--- config.mk ---
export PLATFORM = sky130hd
export DESIGN_NAME = c_subset_lexical_scanner
export DESIGN_NICKNAME = d
export VERILOG_FILES = /design/src/rtl/core/lex_pkg.sv /design/src/rtl/core/lex_front.sv /design/src/rtl/core/lex_queue.sv /design/src/rtl/core/lex_back.sv /design/src/rtl/core/c_subset_lexical_scanner.sv
export SDC_FILE = /design/constraint.sdc
export NUM_CORES = 1
export LEC_CHECK = 0
export ABC_AREA = 1
export BUFFER_PORTS_ARGS = -buffer_cell sky130_fd_sc_hd__buf_4
export CAP_MARGIN = 20
export CELL_PAD_IN_SITES_DETAIL_PLACEMENT = 1
export CELL_PAD_IN_SITES_GLOBAL_PLACEMENT = 1
export CORE_UTILIZATION = 40
export CTS_CLUSTER_SIZE = 24
export DETAILED_ROUTE_END_ITERATION = 6
export GPL_ROUTABILITY_DRIVEN = 0
export PLACE_DENSITY_LB_ADDON = 0.05
export SLEW_MARGIN = 10
export SYNTH_ARGS = -nofsm -noshare
export SYNTH_HDL_FRONTEND = slang
export SYNTH_SLANG_ARGS = --single-unit
--- constraint.sdc ---
create_clock -name aclk -period 12.45 [get_ports aclk]
set_input_delay 0.6225 -clock aclk [delete_from_list [all_inputs] [get_ports aclk]]
set_output_delay 0.6225 -clock aclk [all_outputs]
set_load 0.01 [all_outputs]
--- src/rtl/core/lex_pkg.sv ---
package lex_pkg;

    // Record kinds on the result channel.
    localparam logic [1:0] REC_TOKEN = 2'd0;
    localparam logic [1:0] REC_ERROR = 2'd1;
    localparam logic [1:0] REC_END   = 2'd2;
    localparam logic [1:0] REC_TEXT  = 2'd3;

    // Token classes.
    localparam logic [5:0] TOK_IDENT   = 6'd0;
    localparam logic [5:0] TOK_PLUS    = 6'd1;
    localparam logic [5:0] TOK_MINUS   = 6'd2;
    localparam logic [5:0] TOK_STAR    = 6'd3;
    localparam logic [5:0] TOK_SLASH   = 6'd4;
    localparam logic [5:0] TOK_LPAREN  = 6'd5;
    localparam logic [5:0] TOK_RPAREN  = 6'd6;
    localparam logic [5:0] TOK_LBRACK  = 6'd7;
    localparam logic [5:0] TOK_RBRACK  = 6'd8;
    localparam logic [5:0] TOK_LBRACE  = 6'd9;
    localparam logic [5:0] TOK_RBRACE  = 6'd10;
    localparam logic [5:0] TOK_COMMA   = 6'd11;
    localparam logic [5:0] TOK_SEMI    = 6'd12;
    localparam logic [5:0] TOK_COLON   = 6'd13;
    localparam logic [5:0] TOK_LT      = 6'd16;
    localparam logic [5:0] TOK_LE      = 6'd17;
    localparam logic [5:0] TOK_GT      = 6'd18;
    localparam logic [5:0] TOK_GE      = 6'd19;
    localparam logic [5:0] TOK_EQEQ    = 6'd20;
    localparam logic [5:0] TOK_NE      = 6'd21;
    localparam logic [5:0] TOK_ASSIGN  = 6'd22;
    localparam logic [5:0] TOK_KW_BASE = 6'd23;
    localparam logic [5:0] TOK_INT     = 6'd36;
    localparam logic [5:0] TOK_CHAR    = 6'd37;
    localparam logic [5:0] TOK_STRING  = 6'd38;

    // Error codes.
    localparam logic [3:0] ERR_NONE      = 4'd0;
    localparam logic [3:0] ERR_TOO_LONG  = 4'd1;
    localparam logic [3:0] ERR_LEAD_ZERO = 4'd2;
    localparam logic [3:0] ERR_TOO_LARGE = 4'd3;
    localparam logic [3:0] ERR_BAD_CHAR  = 4'd4;
    localparam logic [3:0] ERR_NO_QUOTE  = 4'd5;
    localparam logic [3:0] ERR_NO_DQUOTE = 4'd6;
    localparam logic [3:0] ERR_LONE_BANG = 4'd7;
    localparam logic [3:0] ERR_ILLEGAL   = 4'd8;

    // Configuration register indexes.
    localparam logic REG_INT_LIMIT  = 1'b0;
    localparam logic REG_TEXT_LIMIT = 1'b1;

    localparam logic [31:0] IntLimitReset  = 32'd2147483648;
    localparam logic [7:0]  TextLimitReset = 8'd128;
    localparam int          NumKeywords    = 13;
    localparam logic [12:0] KwAll          = 13'h1FFF;
    localparam int          RecSlots       = 4;
    localparam int          QueueDepth     = 4;
    localparam logic [19:0] LineMax        = 20'hFFFFF;
    localparam logic [15:0] ColMax         = 16'hFFFF;

    // Character codes.
    localparam logic [7:0] CH_DQUOTE = 8'd34;
    localparam logic [7:0] CH_SPACE  = 8'd32;
    localparam logic [7:0] CH_TILDE  = 8'd126;
    localparam logic [7:0] CH_LF     = 8'd10;
    localparam logic [7:0] CH_CR     = 8'd13;

    typedef enum logic [13:0] {
        ST_IDLE      = 14'b00000000000001,
        ST_IDENT     = 14'b00000000000010,
        ST_IDENT_OVF = 14'b00000000000100,
        ST_INT       = 14'b00000000001000,
        ST_ZERO      = 14'b00000000010000,
        ST_INT_OVF   = 14'b00000000100000,
        ST_CHAR_OPEN = 14'b00000001000000,
        ST_CHAR_GOT  = 14'b00000010000000,
        ST_STR       = 14'b00000100000000,
        ST_STR_OVF   = 14'b00001000000000,
        ST_LT        = 14'b00010000000000,
        ST_GT        = 14'b00100000000000,
        ST_EQ        = 14'b01000000000000,
        ST_BANG      = 14'b10000000000000
    } scan_state_t;

    typedef struct packed {
        logic [1:0]  kind;
        logic [5:0]  tok;
        logic [31:0] ival;
        logic [7:0]  cval;
        logic [7:0]  tlen;
        logic [3:0]  err;
    } rec_t;

    // All records caused by one input byte, with the position they report.
    typedef struct packed {
        rec_t [RecSlots-1:0] recs;
        logic [2:0]          count;
        logic [19:0]         line;
        logic [15:0]         col;
    } bundle_t;

    function automatic rec_t mk_rec(input logic [1:0] kind, input logic [5:0] tok,
                                    input logic [31:0] ival, input logic [7:0] cval,
                                    input logic [7:0] tlen, input logic [3:0] err);
        rec_t r;
        r.kind = kind;
        r.tok  = tok;
        r.ival = ival;
        r.cval = cval;
        r.tlen = tlen;
        r.err  = err;
        return r;
    endfunction

    function automatic logic [63:0] kw_word(input logic [3:0] j);
        logic [63:0] w;
        case (j)
            4'd0:    w = "int";
            4'd1:    w = "char";
            4'd2:    w = "const";
            4'd3:    w = "void";
            4'd4:    w = "if";
            4'd5:    w = "while";
            4'd6:    w = "switch";
            4'd7:    w = "case";
            4'd8:    w = "default";
            4'd9:    w = "return";
            4'd10:   w = "main";
            4'd11:   w = "printf";
            4'd12:   w = "scanf";
            default: w = '0;
        endcase
        return w;
    endfunction

    function automatic logic [2:0] kw_len(input logic [3:0] j);
        logic [2:0] n;
        case (j)
            4'd0:    n = 3'd3;
            4'd1:    n = 3'd4;
            4'd2:    n = 3'd5;
            4'd3:    n = 3'd4;
            4'd4:    n = 3'd2;
            4'd5:    n = 3'd5;
            4'd6:    n = 3'd6;
            4'd7:    n = 3'd4;
            4'd8:    n = 3'd7;
            4'd9:    n = 3'd6;
            4'd10:   n = 3'd4;
            4'd11:   n = 3'd6;
            4'd12:   n = 3'd5;
            default: n = 3'd0;
        endcase
        return n;
    endfunction

    // Character k of keyword j; the literal is stored right-aligned.
    function automatic logic [7:0] kw_char(input logic [3:0] j, input logic [2:0] k);
        logic [63:0] w;
        logic [2:0]  idx;
        w   = kw_word(j);
        idx = kw_len(j) - 3'd1 - k;
        return w[{idx, 3'b000} +: 8];
    endfunction

    // Drops keywords that no longer match once character c lands at position pos.
    function automatic logic [12:0] kw_filter(input logic [12:0] cand, input logic [7:0] pos,
                                              input logic [7:0] c);
        logic [12:0] m;
        m = cand;
        for (int j = 0; j < NumKeywords; j++) begin
            if (pos >= {5'd0, kw_len(4'(j))} || kw_char(4'(j), pos[2:0]) != c) begin
                m[j] = 1'b0;
            end
        end
        return m;
    endfunction

    // Token class of a finished identifier; the highest matching keyword wins.
    function automatic logic [5:0] kw_kind(input logic [12:0] cand, input logic [7:0] len);
        logic [5:0] k;
        k = TOK_IDENT;
        for (int j = 0; j < NumKeywords; j++) begin
            if (cand[j] && len == {5'd0, kw_len(4'(j))}) begin
                k = TOK_KW_BASE + 6'(j);
            end
        end
        return k;
    endfunction

    function automatic logic [5:0] simple_tok(input logic [7:0] c);
        logic [5:0] t;
        case (c)
            "+":     t = TOK_PLUS;
            "-":     t = TOK_MINUS;
            "*":     t = TOK_STAR;
            "/":     t = TOK_SLASH;
            "(":     t = TOK_LPAREN;
            ")":     t = TOK_RPAREN;
            "[":     t = TOK_LBRACK;
            "]":     t = TOK_RBRACK;
            "{":     t = TOK_LBRACE;
            "}":     t = TOK_RBRACE;
            ",":     t = TOK_COMMA;
            ";":     t = TOK_SEMI;
            ":":     t = TOK_COLON;
            default: t = TOK_IDENT;
        endcase
        return t;
    endfunction

endpackage

--- src/rtl/core/lex_front.sv ---
module lex_front (
    input  logic              aclk,
    input  logic              aresetn,
    input  logic              s_valid,
    output logic              s_ready,
    input  logic [7:0]        s_source_byte,
    input  logic              s_end_of_input,
    input  logic              cfg_valid,
    output logic              cfg_ready,
    input  logic              cfg_index,
    input  logic [31:0]       cfg_data,
    output logic              push_valid,
    input  logic              push_ready,
    output lex_pkg::bundle_t  push_data
);
    import lex_pkg::*;

    logic [31:0]  int_limit_reg;
    logic [7:0]   text_limit_reg;
    scan_state_t  state_reg, state_next;
    logic [31:0]  acc_reg, acc_next;
    logic [7:0]   tc_reg, tc_next;
    logic [12:0]  cand_reg, cand_next;
    logic [7:0]   held_reg, held_next;
    logic [19:0]  line_reg, line_next;
    logic [15:0]  col_reg, col_next;

    rec_t [RecSlots-1:0] recs;
    logic [2:0]   cnt;
    logic         redo;
    logic [7:0]   c;
    logic         is_al, is_dg, is_id, is_str;
    logic [35:0]  dig_sum;
    logic [8:0]   tc_wide;
    logic         accept;

    assign c      = s_source_byte;
    assign is_al  = (c >= "a" && c <= "z") || (c >= "A" && c <= "Z");
    assign is_dg  = (c >= "0" && c <= "9");
    assign is_id  = is_al || is_dg || c == "_";
    assign is_str = c != CH_DQUOTE && c >= CH_SPACE && c <= CH_TILDE;

    // Decimal step on the held value: acc * 10 + digit, by shifts and adds.
    assign dig_sum = ({4'd0, acc_reg} << 3) + ({4'd0, acc_reg} << 1) + {32'd0, c[3:0]};

    assign accept     = s_valid && s_ready;
    assign s_ready    = push_ready;
    assign cfg_ready  = 1'b1;
    assign push_valid = accept && cnt != 3'd0;

    always_comb begin
        push_data.recs  = recs;
        push_data.count = cnt;
        push_data.line  = line_reg;
        push_data.col   = col_reg;
    end

    // Scan step: flush at end of input, else extend or finish the pending token.
    always_comb begin
        state_next = state_reg;
        acc_next   = acc_reg;
        tc_next    = tc_reg;
        cand_next  = cand_reg;
        held_next  = held_reg;
        line_next  = line_reg;
        col_next   = col_reg;
        recs       = '0;
        cnt        = 3'd0;
        redo       = 1'b1;
        tc_wide    = '0;

        if (s_end_of_input) begin
            unique case (state_reg)
                ST_IDENT, ST_IDENT_OVF: begin
                    recs[cnt[1:0]] = mk_rec(REC_TOKEN, kw_kind(cand_reg, tc_reg), '0, '0,
                                            tc_reg, ERR_NONE);
                    cnt = cnt + 3'd1;
                end
                ST_ZERO: begin
                    recs[cnt[1:0]] = mk_rec(REC_TOKEN, TOK_INT, '0, '0, '0, ERR_NONE);
                    cnt = cnt + 3'd1;
                end
                ST_INT, ST_INT_OVF: begin
                    recs[cnt[1:0]] = mk_rec(REC_TOKEN, TOK_INT, acc_reg, '0, '0, ERR_NONE);
                    cnt = cnt + 3'd1;
                end
                ST_CHAR_OPEN: begin
                    recs[cnt[1:0]] = mk_rec(REC_ERROR, TOK_IDENT, '0, '0, '0, ERR_BAD_CHAR);
                    cnt = cnt + 3'd1;
                end
                ST_CHAR_GOT: begin
                    recs[cnt[1:0]] = mk_rec(REC_ERROR, TOK_IDENT, '0, '0, '0, ERR_NO_QUOTE);
                    cnt = cnt + 3'd1;
                    recs[cnt[1:0]] = mk_rec(REC_TOKEN, TOK_CHAR, '0, held_reg, '0, ERR_NONE);
                    cnt = cnt + 3'd1;
                end
                ST_STR, ST_STR_OVF: begin
                    recs[cnt[1:0]] = mk_rec(REC_ERROR, TOK_IDENT, '0, '0, '0, ERR_NO_DQUOTE);
                    cnt = cnt + 3'd1;
                end
                ST_LT: begin
                    recs[cnt[1:0]] = mk_rec(REC_TOKEN, TOK_LT, '0, '0, '0, ERR_NONE);
                    cnt = cnt + 3'd1;
                end
                ST_GT: begin
                    recs[cnt[1:0]] = mk_rec(REC_TOKEN, TOK_GT, '0, '0, '0, ERR_NONE);
                    cnt = cnt + 3'd1;
                end
                ST_EQ: begin
                    recs[cnt[1:0]] = mk_rec(REC_TOKEN, TOK_ASSIGN, '0, '0, '0, ERR_NONE);
                    cnt = cnt + 3'd1;
                end
                ST_BANG: begin
                    recs[cnt[1:0]] = mk_rec(REC_ERROR, TOK_IDENT, '0, '0, '0, ERR_LONE_BANG);
                    cnt = cnt + 3'd1;
                end
                default: begin
                end
            endcase
            recs[cnt[1:0]] = mk_rec(REC_END, TOK_IDENT, '0, '0, '0, ERR_NONE);
            cnt        = cnt + 3'd1;
            state_next = ST_IDLE;
            acc_next   = '0;
            tc_next    = '0;
            cand_next  = KwAll;
            held_next  = '0;
            line_next  = 20'd1;
            col_next   = 16'd1;
        end else begin
            // Pending token: extend or emit it; an unused byte goes back to idle.
            if (state_reg != ST_IDLE) begin
                state_next = ST_IDLE;
                unique case (state_reg)
                    ST_IDENT: begin
                        if (is_id) begin
                            redo = 1'b0;
                            if (tc_reg >= text_limit_reg) begin
                                state_next = ST_IDENT_OVF;
                                recs[cnt[1:0]] = mk_rec(REC_ERROR, TOK_IDENT, '0, '0, '0,
                                                        ERR_TOO_LONG);
                                cnt = cnt + 3'd1;
                            end else begin
                                state_next = ST_IDENT;
                                cand_next  = kw_filter(cand_reg, tc_reg, c);
                                tc_next    = tc_reg + 8'd1;
                                recs[cnt[1:0]] = mk_rec(REC_TEXT, TOK_IDENT, '0, c, '0,
                                                        ERR_NONE);
                                cnt = cnt + 3'd1;
                            end
                        end else begin
                            recs[cnt[1:0]] = mk_rec(REC_TOKEN, kw_kind(cand_reg, tc_reg), '0,
                                                    '0, tc_reg, ERR_NONE);
                            cnt = cnt + 3'd1;
                        end
                    end
                    ST_IDENT_OVF: begin
                        if (is_id) begin
                            redo       = 1'b0;
                            state_next = ST_IDENT_OVF;
                            recs[cnt[1:0]] = mk_rec(REC_ERROR, TOK_IDENT, '0, '0, '0,
                                                    ERR_TOO_LONG);
                            cnt = cnt + 3'd1;
                        end else begin
                            recs[cnt[1:0]] = mk_rec(REC_TOKEN, kw_kind(cand_reg, tc_reg), '0,
                                                    '0, tc_reg, ERR_NONE);
                            cnt = cnt + 3'd1;
                        end
                    end
                    ST_ZERO: begin
                        if (is_dg) begin
                            redo       = 1'b0;
                            state_next = ST_ZERO;
                            recs[cnt[1:0]] = mk_rec(REC_ERROR, TOK_IDENT, '0, '0, '0,
                                                    ERR_LEAD_ZERO);
                            cnt = cnt + 3'd1;
                        end else begin
                            recs[cnt[1:0]] = mk_rec(REC_TOKEN, TOK_INT, '0, '0, '0, ERR_NONE);
                            cnt = cnt + 3'd1;
                        end
                    end
                    ST_INT: begin
                        if (is_dg) begin
                            redo = 1'b0;
                            if (dig_sum > {4'd0, int_limit_reg}) begin
                                state_next = ST_INT_OVF;
                                recs[cnt[1:0]] = mk_rec(REC_ERROR, TOK_IDENT, '0, '0, '0,
                                                        ERR_TOO_LARGE);
                                cnt = cnt + 3'd1;
                            end else begin
                                state_next = ST_INT;
                                acc_next   = dig_sum[31:0];
                            end
                        end else begin
                            recs[cnt[1:0]] = mk_rec(REC_TOKEN, TOK_INT, acc_reg, '0, '0,
                                                    ERR_NONE);
                            cnt = cnt + 3'd1;
                        end
                    end
                    ST_INT_OVF: begin
                        if (is_dg) begin
                            redo       = 1'b0;
                            state_next = ST_INT_OVF;
                            recs[cnt[1:0]] = mk_rec(REC_ERROR, TOK_IDENT, '0, '0, '0,
                                                    ERR_TOO_LARGE);
                            cnt = cnt + 3'd1;
                        end else begin
                            recs[cnt[1:0]] = mk_rec(REC_TOKEN, TOK_INT, acc_reg, '0, '0,
                                                    ERR_NONE);
                            cnt = cnt + 3'd1;
                        end
                    end
                    ST_CHAR_OPEN: begin
                        if (is_id || c == "+" || c == "-" || c == "*" || c == "/") begin
                            redo       = 1'b0;
                            held_next  = c;
                            state_next = ST_CHAR_GOT;
                        end else begin
                            recs[cnt[1:0]] = mk_rec(REC_ERROR, TOK_IDENT, '0, '0, '0,
                                                    ERR_BAD_CHAR);
                            cnt = cnt + 3'd1;
                        end
                    end
                    ST_CHAR_GOT: begin
                        if (c == "'") begin
                            redo = 1'b0;
                        end else begin
                            recs[cnt[1:0]] = mk_rec(REC_ERROR, TOK_IDENT, '0, '0, '0,
                                                    ERR_NO_QUOTE);
                            cnt = cnt + 3'd1;
                        end
                        recs[cnt[1:0]] = mk_rec(REC_TOKEN, TOK_CHAR, '0, held_reg, '0,
                                                ERR_NONE);
                        cnt = cnt + 3'd1;
                    end
                    ST_STR: begin
                        if (is_str) begin
                            redo = 1'b0;
                            if (tc_reg >= text_limit_reg) begin
                                state_next = ST_STR_OVF;
                                recs[cnt[1:0]] = mk_rec(REC_ERROR, TOK_IDENT, '0, '0, '0,
                                                        ERR_TOO_LONG);
                                cnt = cnt + 3'd1;
                            end else begin
                                state_next = ST_STR;
                                recs[cnt[1:0]] = mk_rec(REC_TEXT, TOK_STRING, '0, c, '0,
                                                        ERR_NONE);
                                cnt     = cnt + 3'd1;
                                tc_wide = {1'b0, tc_reg} + 9'd1;
                                // A backslash goes out twice and counts twice.
                                if (c == "\\") begin
                                    recs[cnt[1:0]] = mk_rec(REC_TEXT, TOK_STRING, '0, c, '0,
                                                            ERR_NONE);
                                    cnt     = cnt + 3'd1;
                                    tc_wide = tc_wide + 9'd1;
                                end
                                tc_next = tc_wide[8] ? 8'd255 : tc_wide[7:0];
                            end
                        end else if (c == CH_DQUOTE) begin
                            redo = 1'b0;
                            recs[cnt[1:0]] = mk_rec(REC_TOKEN, TOK_STRING, '0, '0, tc_reg,
                                                    ERR_NONE);
                            cnt = cnt + 3'd1;
                        end else begin
                            recs[cnt[1:0]] = mk_rec(REC_ERROR, TOK_IDENT, '0, '0, '0,
                                                    ERR_NO_DQUOTE);
                            cnt = cnt + 3'd1;
                        end
                    end
                    ST_STR_OVF: begin
                        if (is_str) begin
                            redo       = 1'b0;
                            state_next = ST_STR_OVF;
                            recs[cnt[1:0]] = mk_rec(REC_ERROR, TOK_IDENT, '0, '0, '0,
                                                    ERR_TOO_LONG);
                            cnt = cnt + 3'd1;
                        end else if (c == CH_DQUOTE) begin
                            redo = 1'b0;
                        end else begin
                            recs[cnt[1:0]] = mk_rec(REC_ERROR, TOK_IDENT, '0, '0, '0,
                                                    ERR_NO_DQUOTE);
                            cnt = cnt + 3'd1;
                        end
                    end
                    ST_LT: begin
                        redo = (c != "=");
                        recs[cnt[1:0]] = mk_rec(REC_TOKEN, redo ? TOK_LT : TOK_LE, '0, '0,
                                                '0, ERR_NONE);
                        cnt = cnt + 3'd1;
                    end
                    ST_GT: begin
                        redo = (c != "=");
                        recs[cnt[1:0]] = mk_rec(REC_TOKEN, redo ? TOK_GT : TOK_GE, '0, '0,
                                                '0, ERR_NONE);
                        cnt = cnt + 3'd1;
                    end
                    ST_EQ: begin
                        redo = (c != "=");
                        recs[cnt[1:0]] = mk_rec(REC_TOKEN, redo ? TOK_ASSIGN : TOK_EQEQ,
                                                '0, '0, '0, ERR_NONE);
                        cnt = cnt + 3'd1;
                    end
                    ST_BANG: begin
                        redo = (c != "=");
                        if (redo) begin
                            recs[cnt[1:0]] = mk_rec(REC_ERROR, TOK_IDENT, '0, '0, '0,
                                                    ERR_LONE_BANG);
                        end else begin
                            recs[cnt[1:0]] = mk_rec(REC_TOKEN, TOK_NE, '0, '0, '0,
                                                    ERR_NONE);
                        end
                        cnt = cnt + 3'd1;
                    end
                    default: begin
                    end
                endcase
            end

            // Idle byte: skip, start a token, or emit a one-char token or error.
            if (redo) begin
                if (c == CH_SPACE || c == "\t" || c == 8'd0 || c == CH_CR || c == CH_LF) begin
                    state_next = ST_IDLE;
                end else if (is_al || c == "_") begin
                    cand_next = KwAll;
                    if (text_limit_reg == 8'd0) begin
                        tc_next    = '0;
                        state_next = ST_IDENT_OVF;
                        recs[cnt[1:0]] = mk_rec(REC_ERROR, TOK_IDENT, '0, '0, '0,
                                                ERR_TOO_LONG);
                    end else begin
                        tc_next    = 8'd1;
                        cand_next  = kw_filter(KwAll, 8'd0, c);
                        state_next = ST_IDENT;
                        recs[cnt[1:0]] = mk_rec(REC_TEXT, TOK_IDENT, '0, c, '0, ERR_NONE);
                    end
                    cnt = cnt + 3'd1;
                end else if (is_dg) begin
                    if (c == "0") begin
                        acc_next   = '0;
                        state_next = ST_ZERO;
                    end else if ({28'd0, c[3:0]} > int_limit_reg) begin
                        acc_next   = '0;
                        state_next = ST_INT_OVF;
                        recs[cnt[1:0]] = mk_rec(REC_ERROR, TOK_IDENT, '0, '0, '0,
                                                ERR_TOO_LARGE);
                        cnt = cnt + 3'd1;
                    end else begin
                        acc_next   = {28'd0, c[3:0]};
                        state_next = ST_INT;
                    end
                end else if (c == "'") begin
                    state_next = ST_CHAR_OPEN;
                end else if (c == CH_DQUOTE) begin
                    tc_next    = '0;
                    state_next = ST_STR;
                end else if (c == "<") begin
                    state_next = ST_LT;
                end else if (c == ">") begin
                    state_next = ST_GT;
                end else if (c == "=") begin
                    state_next = ST_EQ;
                end else if (c == "!") begin
                    state_next = ST_BANG;
                end else if (simple_tok(c) != TOK_IDENT) begin
                    state_next = ST_IDLE;
                    recs[cnt[1:0]] = mk_rec(REC_TOKEN, simple_tok(c), '0, '0, '0, ERR_NONE);
                    cnt = cnt + 3'd1;
                end else begin
                    state_next = ST_IDLE;
                    recs[cnt[1:0]] = mk_rec(REC_ERROR, TOK_IDENT, '0, '0, '0, ERR_ILLEGAL);
                    cnt = cnt + 3'd1;
                end
            end

            // Position counters saturate at their maximum.
            if (c == CH_LF) begin
                if (line_reg != LineMax) begin
                    line_next = line_reg + 20'd1;
                end
                col_next = 16'd1;
            end else if (col_reg != ColMax) begin
                col_next = col_reg + 16'd1;
            end
        end
    end

    // Configuration registers.
    always_ff @(posedge aclk) begin
        if (!aresetn) begin
            int_limit_reg  <= IntLimitReset;
            text_limit_reg <= TextLimitReset;
        end else if (cfg_valid && cfg_ready) begin
            if (cfg_index == REG_INT_LIMIT) begin
                int_limit_reg <= cfg_data;
            end else begin
                text_limit_reg <= cfg_data[7:0];
            end
        end
    end

    // Scanner state, advanced once per accepted transaction.
    always_ff @(posedge aclk) begin
        if (!aresetn) begin
            state_reg <= ST_IDLE;
            acc_reg   <= '0;
            tc_reg    <= '0;
            cand_reg  <= KwAll;
            held_reg  <= '0;
            line_reg  <= 20'd1;
            col_reg   <= 16'd1;
        end else if (accept) begin
            state_reg <= state_next;
            acc_reg   <= acc_next;
            tc_reg    <= tc_next;
            cand_reg  <= cand_next;
            held_reg  <= held_next;
            line_reg  <= line_next;
            col_reg   <= col_next;
        end
    end

endmodule

--- src/rtl/core/lex_queue.sv ---
module lex_queue #(
    parameter int DEPTH = lex_pkg::QueueDepth
) (
    input  logic              aclk,
    input  logic              aresetn,
    input  logic              push_valid,
    output logic              push_ready,
    input  lex_pkg::bundle_t  push_data,
    output logic              pop_valid,
    input  logic              pop_ready,
    output lex_pkg::bundle_t  pop_data
);
    import lex_pkg::*;

    localparam int PtrW = (DEPTH > 1) ? $clog2(DEPTH) : 1;
    localparam int CntW = $clog2(DEPTH + 1);

    bundle_t         mem [DEPTH];
    logic [PtrW-1:0] wr_ptr_reg, rd_ptr_reg;
    logic [CntW-1:0] count_reg;
    logic            do_push, do_pop;

    assign push_ready = count_reg != CntW'(DEPTH);
    assign pop_valid  = count_reg != '0;
    assign pop_data   = mem[rd_ptr_reg];
    assign do_push    = push_valid && push_ready;
    assign do_pop     = pop_valid && pop_ready;

    // Bundle storage.
    always_ff @(posedge aclk) begin
        if (do_push) begin
            mem[wr_ptr_reg] <= push_data;
        end
    end

    // Pointers, wrapping at DEPTH, and fill level.
    always_ff @(posedge aclk) begin
        if (!aresetn) begin
            wr_ptr_reg <= '0;
            rd_ptr_reg <= '0;
            count_reg  <= '0;
        end else begin
            if (do_push) begin
                wr_ptr_reg <= (wr_ptr_reg == PtrW'(DEPTH - 1)) ? '0 : wr_ptr_reg + PtrW'(1);
            end
            if (do_pop) begin
                rd_ptr_reg <= (rd_ptr_reg == PtrW'(DEPTH - 1)) ? '0 : rd_ptr_reg + PtrW'(1);
            end
            if (do_push && !do_pop) begin
                count_reg <= count_reg + CntW'(1);
            end else if (do_pop && !do_push) begin
                count_reg <= count_reg - CntW'(1);
            end
        end
    end

endmodule

--- src/rtl/core/lex_back.sv ---
module lex_back (
    input  logic              aclk,
    input  logic              aresetn,
    input  logic              pop_valid,
    output logic              pop_ready,
    input  lex_pkg::bundle_t  pop_data,
    output logic              m_valid,
    input  logic              m_ready,
    output logic [1:0]        m_record_kind,
    output logic [5:0]        m_token_kind,
    output logic [31:0]       m_int_value,
    output logic [7:0]        m_char_value,
    output logic [7:0]        m_text_length,
    output logic [19:0]       m_line_number,
    output logic [15:0]       m_column_number,
    output logic [3:0]        m_error_code,
    output logic              m_last_record
);
    import lex_pkg::*;

    logic [1:0] idx_reg;
    rec_t       cur;
    logic       last;

    assign cur  = pop_data.recs[idx_reg];
    assign last = {1'b0, idx_reg} == pop_data.count - 3'd1;

    assign m_valid         = pop_valid;
    assign m_record_kind   = cur.kind;
    assign m_token_kind    = cur.tok;
    assign m_int_value     = cur.ival;
    assign m_char_value    = cur.cval;
    assign m_text_length   = cur.tlen;
    assign m_line_number   = pop_data.line;
    assign m_column_number = pop_data.col;
    assign m_error_code    = cur.err;
    assign m_last_record   = last;

    // Release the bundle once its final record has been taken.
    assign pop_ready = m_ready && last;

    // Record index within the head bundle.
    always_ff @(posedge aclk) begin
        if (!aresetn) begin
            idx_reg <= '0;
        end else if (m_valid && m_ready) begin
            idx_reg <= last ? 2'd0 : idx_reg + 2'd1;
        end
    end

endmodule

--- src/rtl/core/c_subset_lexical_scanner.sv ---
// Lexical scanner for a small C subset.
// Source bytes enter on the s_ channel (s_source_byte, s_end_of_input) with
// valid/ready; each transaction yields up to three records on the m_ channel:
// tokens, error reports, the end mark, and identifier or string characters.
// m_last_record flags the final record produced by one input byte.
// The cfg_ channel writes int_limit (index 0) and text_limit (index 1); it is
// always ready and should be used only while the scanner is idle.
// A byte is scanned in the cycle it is accepted, so one byte per cycle is
// taken while the bundle queue has room. Each bundle is registered in the
// queue; its first record appears on m_ once it reaches the head, and the
// back end sends one record per cycle while m_ready is high. Throughput is
// then one byte per cycle when every byte gives at most one record.
// When m_ready is low the queue of QUEUE_DEPTH bundles absorbs bytes; once it
// is full s_ready drops until records are drained.
// Synchronous active-low reset returns the scanner to idle at line 1, column
// 1, empties the queue and restores the default limits.
module c_subset_lexical_scanner #(
    parameter int QUEUE_DEPTH = lex_pkg::QueueDepth
) (
    input  logic        aclk,
    input  logic        aresetn,
    input  logic        s_valid,
    output logic        s_ready,
    input  logic [7:0]  s_source_byte,
    input  logic        s_end_of_input,
    input  logic        cfg_valid,
    output logic        cfg_ready,
    input  logic        cfg_index,
    input  logic [31:0] cfg_data,
    output logic        m_valid,
    input  logic        m_ready,
    output logic [1:0]  m_record_kind,
    output logic [5:0]  m_token_kind,
    output logic [31:0] m_int_value,
    output logic [7:0]  m_char_value,
    output logic [7:0]  m_text_length,
    output logic [19:0] m_line_number,
    output logic [15:0] m_column_number,
    output logic [3:0]  m_error_code,
    output logic        m_last_record
);
    import lex_pkg::*;

    bundle_t push_data, pop_data;
    logic    push_valid, push_ready, pop_valid, pop_ready;

    lex_front u_front (
        .aclk           (aclk),
        .aresetn        (aresetn),
        .s_valid        (s_valid),
        .s_ready        (s_ready),
        .s_source_byte  (s_source_byte),
        .s_end_of_input (s_end_of_input),
        .cfg_valid      (cfg_valid),
        .cfg_ready      (cfg_ready),
        .cfg_index      (cfg_index),
        .cfg_data       (cfg_data),
        .push_valid     (push_valid),
        .push_ready     (push_ready),
        .push_data      (push_data)
    );

    lex_queue #(
        .DEPTH (QUEUE_DEPTH)
    ) u_queue (
        .aclk       (aclk),
        .aresetn    (aresetn),
        .push_valid (push_valid),
        .push_ready (push_ready),
        .push_data  (push_data),
        .pop_valid  (pop_valid),
        .pop_ready  (pop_ready),
        .pop_data   (pop_data)
    );

    lex_back u_back (
        .aclk            (aclk),
        .aresetn         (aresetn),
        .pop_valid       (pop_valid),
        .pop_ready       (pop_ready),
        .pop_data        (pop_data),
        .m_valid         (m_valid),
        .m_ready         (m_ready),
        .m_record_kind   (m_record_kind),
        .m_token_kind    (m_token_kind),
        .m_int_value     (m_int_value),
        .m_char_value    (m_char_value),
        .m_text_length   (m_text_length),
        .m_line_number   (m_line_number),
        .m_column_number (m_column_number),
        .m_error_code    (m_error_code),
        .m_last_record   (m_last_record)
    );

endmodule
==> results.sh <==
export IMPL_rows=114
export IMPL_setup_slack_ps=4890
export IMPL_grt_max_degree=230
export IMPL_max_stage_delay_ps=790
export IMPL_dpl_worst_slack_ps=4220
export IMPL_largest_register_ffs=604
export IMPL_rsz0062_at_grt="no"
export IMPL_core_area_um2=97100
export IMPL_worstPathArrival_ps=7850
export IMPL_criticalPathCategory="flop to flop"
export IMPL_cts_max_level=3
export IMPL_root_buffer="clkbuf_16"
export IMPL_initialDrtViolationCount=2080
export IMPL_overflow=0
export IMPL_drive_gt1_frac=0.100
export IMPL_dp_hpwl_um=87800
export IMPL_io_pins=147
export IMPL_min_period_over_period=0.607
export IMPL_hold_path_end="u_front.int_limit_reg[0]$_SDFFE_PN0P_"
export IMPL_dieHeight_um=316
export IMPL_r2r_end="u_queue.mem[1][11]$_DFFE_PP_"
export IMPL_cts_buffer_depth=3
export IMPL_synth_area_leaders="edfxtp_1, dfxtp_1, nand2_1"
export IMPL_grt_pass1_wl_um=200000
export IMPL_layout_min_cycle_time_ps=7560
export IMPL_maxCapViolCount=0
export IMPL_wire_per_inst_um=22.9
export IMPL_r2r_start="u_front.acc_reg[0]$_SDFFE_PN0P_"
export IMPL_cp_start_kind="flop"
export IMPL_final_setup_viol_count=0
export IMPL_leakage_nw=17.1
export IMPL_syn_inst=4336
export IMPL_synth_edf_count=604
export IMPL_yosysMostFrequentCell="nand2_1"
export IMPL_syn_area_per_cell_um2=9.10
export IMPL_cts_buffers=85
export IMPL_hp_class="input port to flop"
export IMPL_endpoint_kind="flop"
export IMPL_vias=31912
export IMPL_worstMarginPinSlew_ps=1090
export IMPL_synthTopCellsByCount="nand2_1, nor2_1, edfxtp_1"
export IMPL_finalSetupTns_ps=0
export IMPL_cp_required_ps=12730
export IMPL_slew_headroom=0.267
export IMPL_cts_tree="built"
export IMPL_viasPerCell=5.55
export IMPL_ir_drop_mv=0.104
export IMPL_post_route_util=0.457
export IMPL_final_instance_count_excl_fill=5755
export IMPL_cp_max_fo=49
export IMPL_async_reset_ff_frac=0
export IMPL_worst_path_buf_inv=4
export IMPL_fillers=11164
export IMPL_place_inst=5596
export IMPL_synth_top_cell_by_area="edfxtp_1"
export IMPL_first_global_vias=31950
export IMPL_antenna_found_initial=1
export IMPL_max_clock_freq_ghz=0.132
export IMPL_clock_sinks=766
export IMPL_drv_slew=0
export IMPL_routed_wirelength_um=132000
export IMPL_syn_area_um2=39400
export IMPL_cts_hold_buf=0
export IMPL_worst_r2r_cell_count=35
export IMPL_insertion_delay_ps=670
export IMPL_crit_top_cell="nand2_1"
export IMPL_cp_slowest_cell="buf_4"
export IMPL_dr_pass1_iters=5
export IMPL_pwr_density_cell_nw_per_um2=180
export IMPL_hold_violations=0
export IMPL_holdPathStages=3
export IMPL_synth_top_area_frac=0.460
export IMPL_yosysWarnings=0
export IMPL_drc=0
export IMPL_die_w_um=316
export IMPL_antenna_left=0
export IMPL_die_area_um2=99800
export IMPL_area_delta_synth_final_pct=12.6
export IMPL_diodes=0
export IMPL_rrSetupSlack_ps=4890
export IMPL_synth_seq_cells=766
export IMPL_post_cts_resized=0
export IMPL_synth_seq_area_share=0.542
export IMPL_finClkSkew_ps=37.4
export IMPL_start_util=0.406
export IMPL_ys_types=72
export IMPL_synth_ff_type="edfxtp_1"
export IMPL_cts_clk_slew_worst_paths_ps=60
export IMPL_io_buffers=145
export IMPL_run_status="completed"
export IMPL_post_cts_repair_setup_buffers=0
export IMPL_nets=4599
export IMPL_path_delay_family="simple AND/OR/NAND/NOR gates"
export IMPL_hold_start="cfg_data[0]"
export IMPL_grt_total_usage=0.263
how the worst max path moves through the flow:
stage	from	endpoint	slack [ps]	cells past startpoint
floorplan	s_source_byte[3]	u_queue.mem[0][0]$_DFFE_PP_	1170	33
global placement	s_source_byte[2]	u_queue.mem[1][31]$_DFFE_PP_	4370	37
detailed placement	s_source_byte[2]	u_queue.mem[1][20]$_DFFE_PP_	4220	37
CTS	u_front.acc_reg[0]$_SDFFE_PN0P_	u_queue.mem[1][11]$_DFFE_PP_	4730	35
global route	u_front.acc_reg[0]$_SDFFE_PN0P_	u_queue.mem[1][1]$_DFFE_PP_	4150	35
finish	u_front.acc_reg[0]$_SDFFE_PN0P_	u_queue.mem[1][11]$_DFFE_PP_	4890	35
kinds of logic after synthesis:
group | Yosys count | share of synthesized area
adders and majority gates | 143 | 0.0459
and+or+nand+nor | 1755 | 0.193
buffers and inverters | 582 | 0.0584
AOI/OAI and AO/OA | 1008 | 0.142
xor gates and xnor gates | 80 | 0.0178
other | 2 | 0.000190
DFF | 766 | 0.542
layer usage:
metal	global-route usage	up-vias	wire [um]
met5	0	-	0
met3	0.0284	155	5440
li1	-	15162	-
met1	0.384	15955	63600
met4	0.0636	0	2610
met2	0.416	640	60000
through the flow:
stage          cell area [um2]  power, mW  hold WS, ps
4_1_cts                  44400       8.09          147
5_1_grt                  44400       8.37          201
3_3_place_gp             41600       5.54          472
6_report                 44400       7.98          189
2_1_floorplan            39500       4.48          447
3_5_place_dp             41600       5.57          481
layout make-up:
class / instances / area [um2] / area share
clock buffers: 129 / 2450 / 0.0553
flip-flops and latches: 766 / 21400 / 0.482
well taps: 1276 / 1600 / 0.0359
multi-input cells: 2995 / 15800 / 0.356
inverters: 378 / 1430 / 0.0322
clock inverters: 28 / 313 / 0.00704
repair buffers: 183 / 1410 / 0.0317
worst min-delay path: cells and delay by family:
kind / cells / cell delay, ps
buf+inv: 1 / 80
simple gates: 2 / 120
where the power goes:
part,internal [mW],switching (mW)
clock network,1.47,1.04
registers,3.00,0.108
logic,0.766,1.59
total,5.24,2.75
layout by cell type (no fill, tap or decap), types with 9 or more instances in the layout:
cell type and instances:
a21oi_1 273, o22ai_1 92, clkbuf_1 30, dfxtp_1 160, conb_1 9, nor2_2 25
inv_2 32, o21ai_0 452, ha_1 140, a211oi_1 13, o21ai_1 35, xnor2_1 27
a31oi_1 19, nand2_1 698, nor2_1 654, o21bai_1 10, nor2_4 15, nor3_1 68
nor3_2 16, buf_4 178, nand2_2 23, inv_1 337, nand3_1 149, xor2_1 53
clkbuf_16 87, nor4_1 17, nand4_1 50, clkinv_1 12, o211ai_1 42, clkinv_2 9
edfxtp_1 604, clkbuf_8 12, o221ai_1 29
Note: power is estimated with default switching activity, not from simulation.
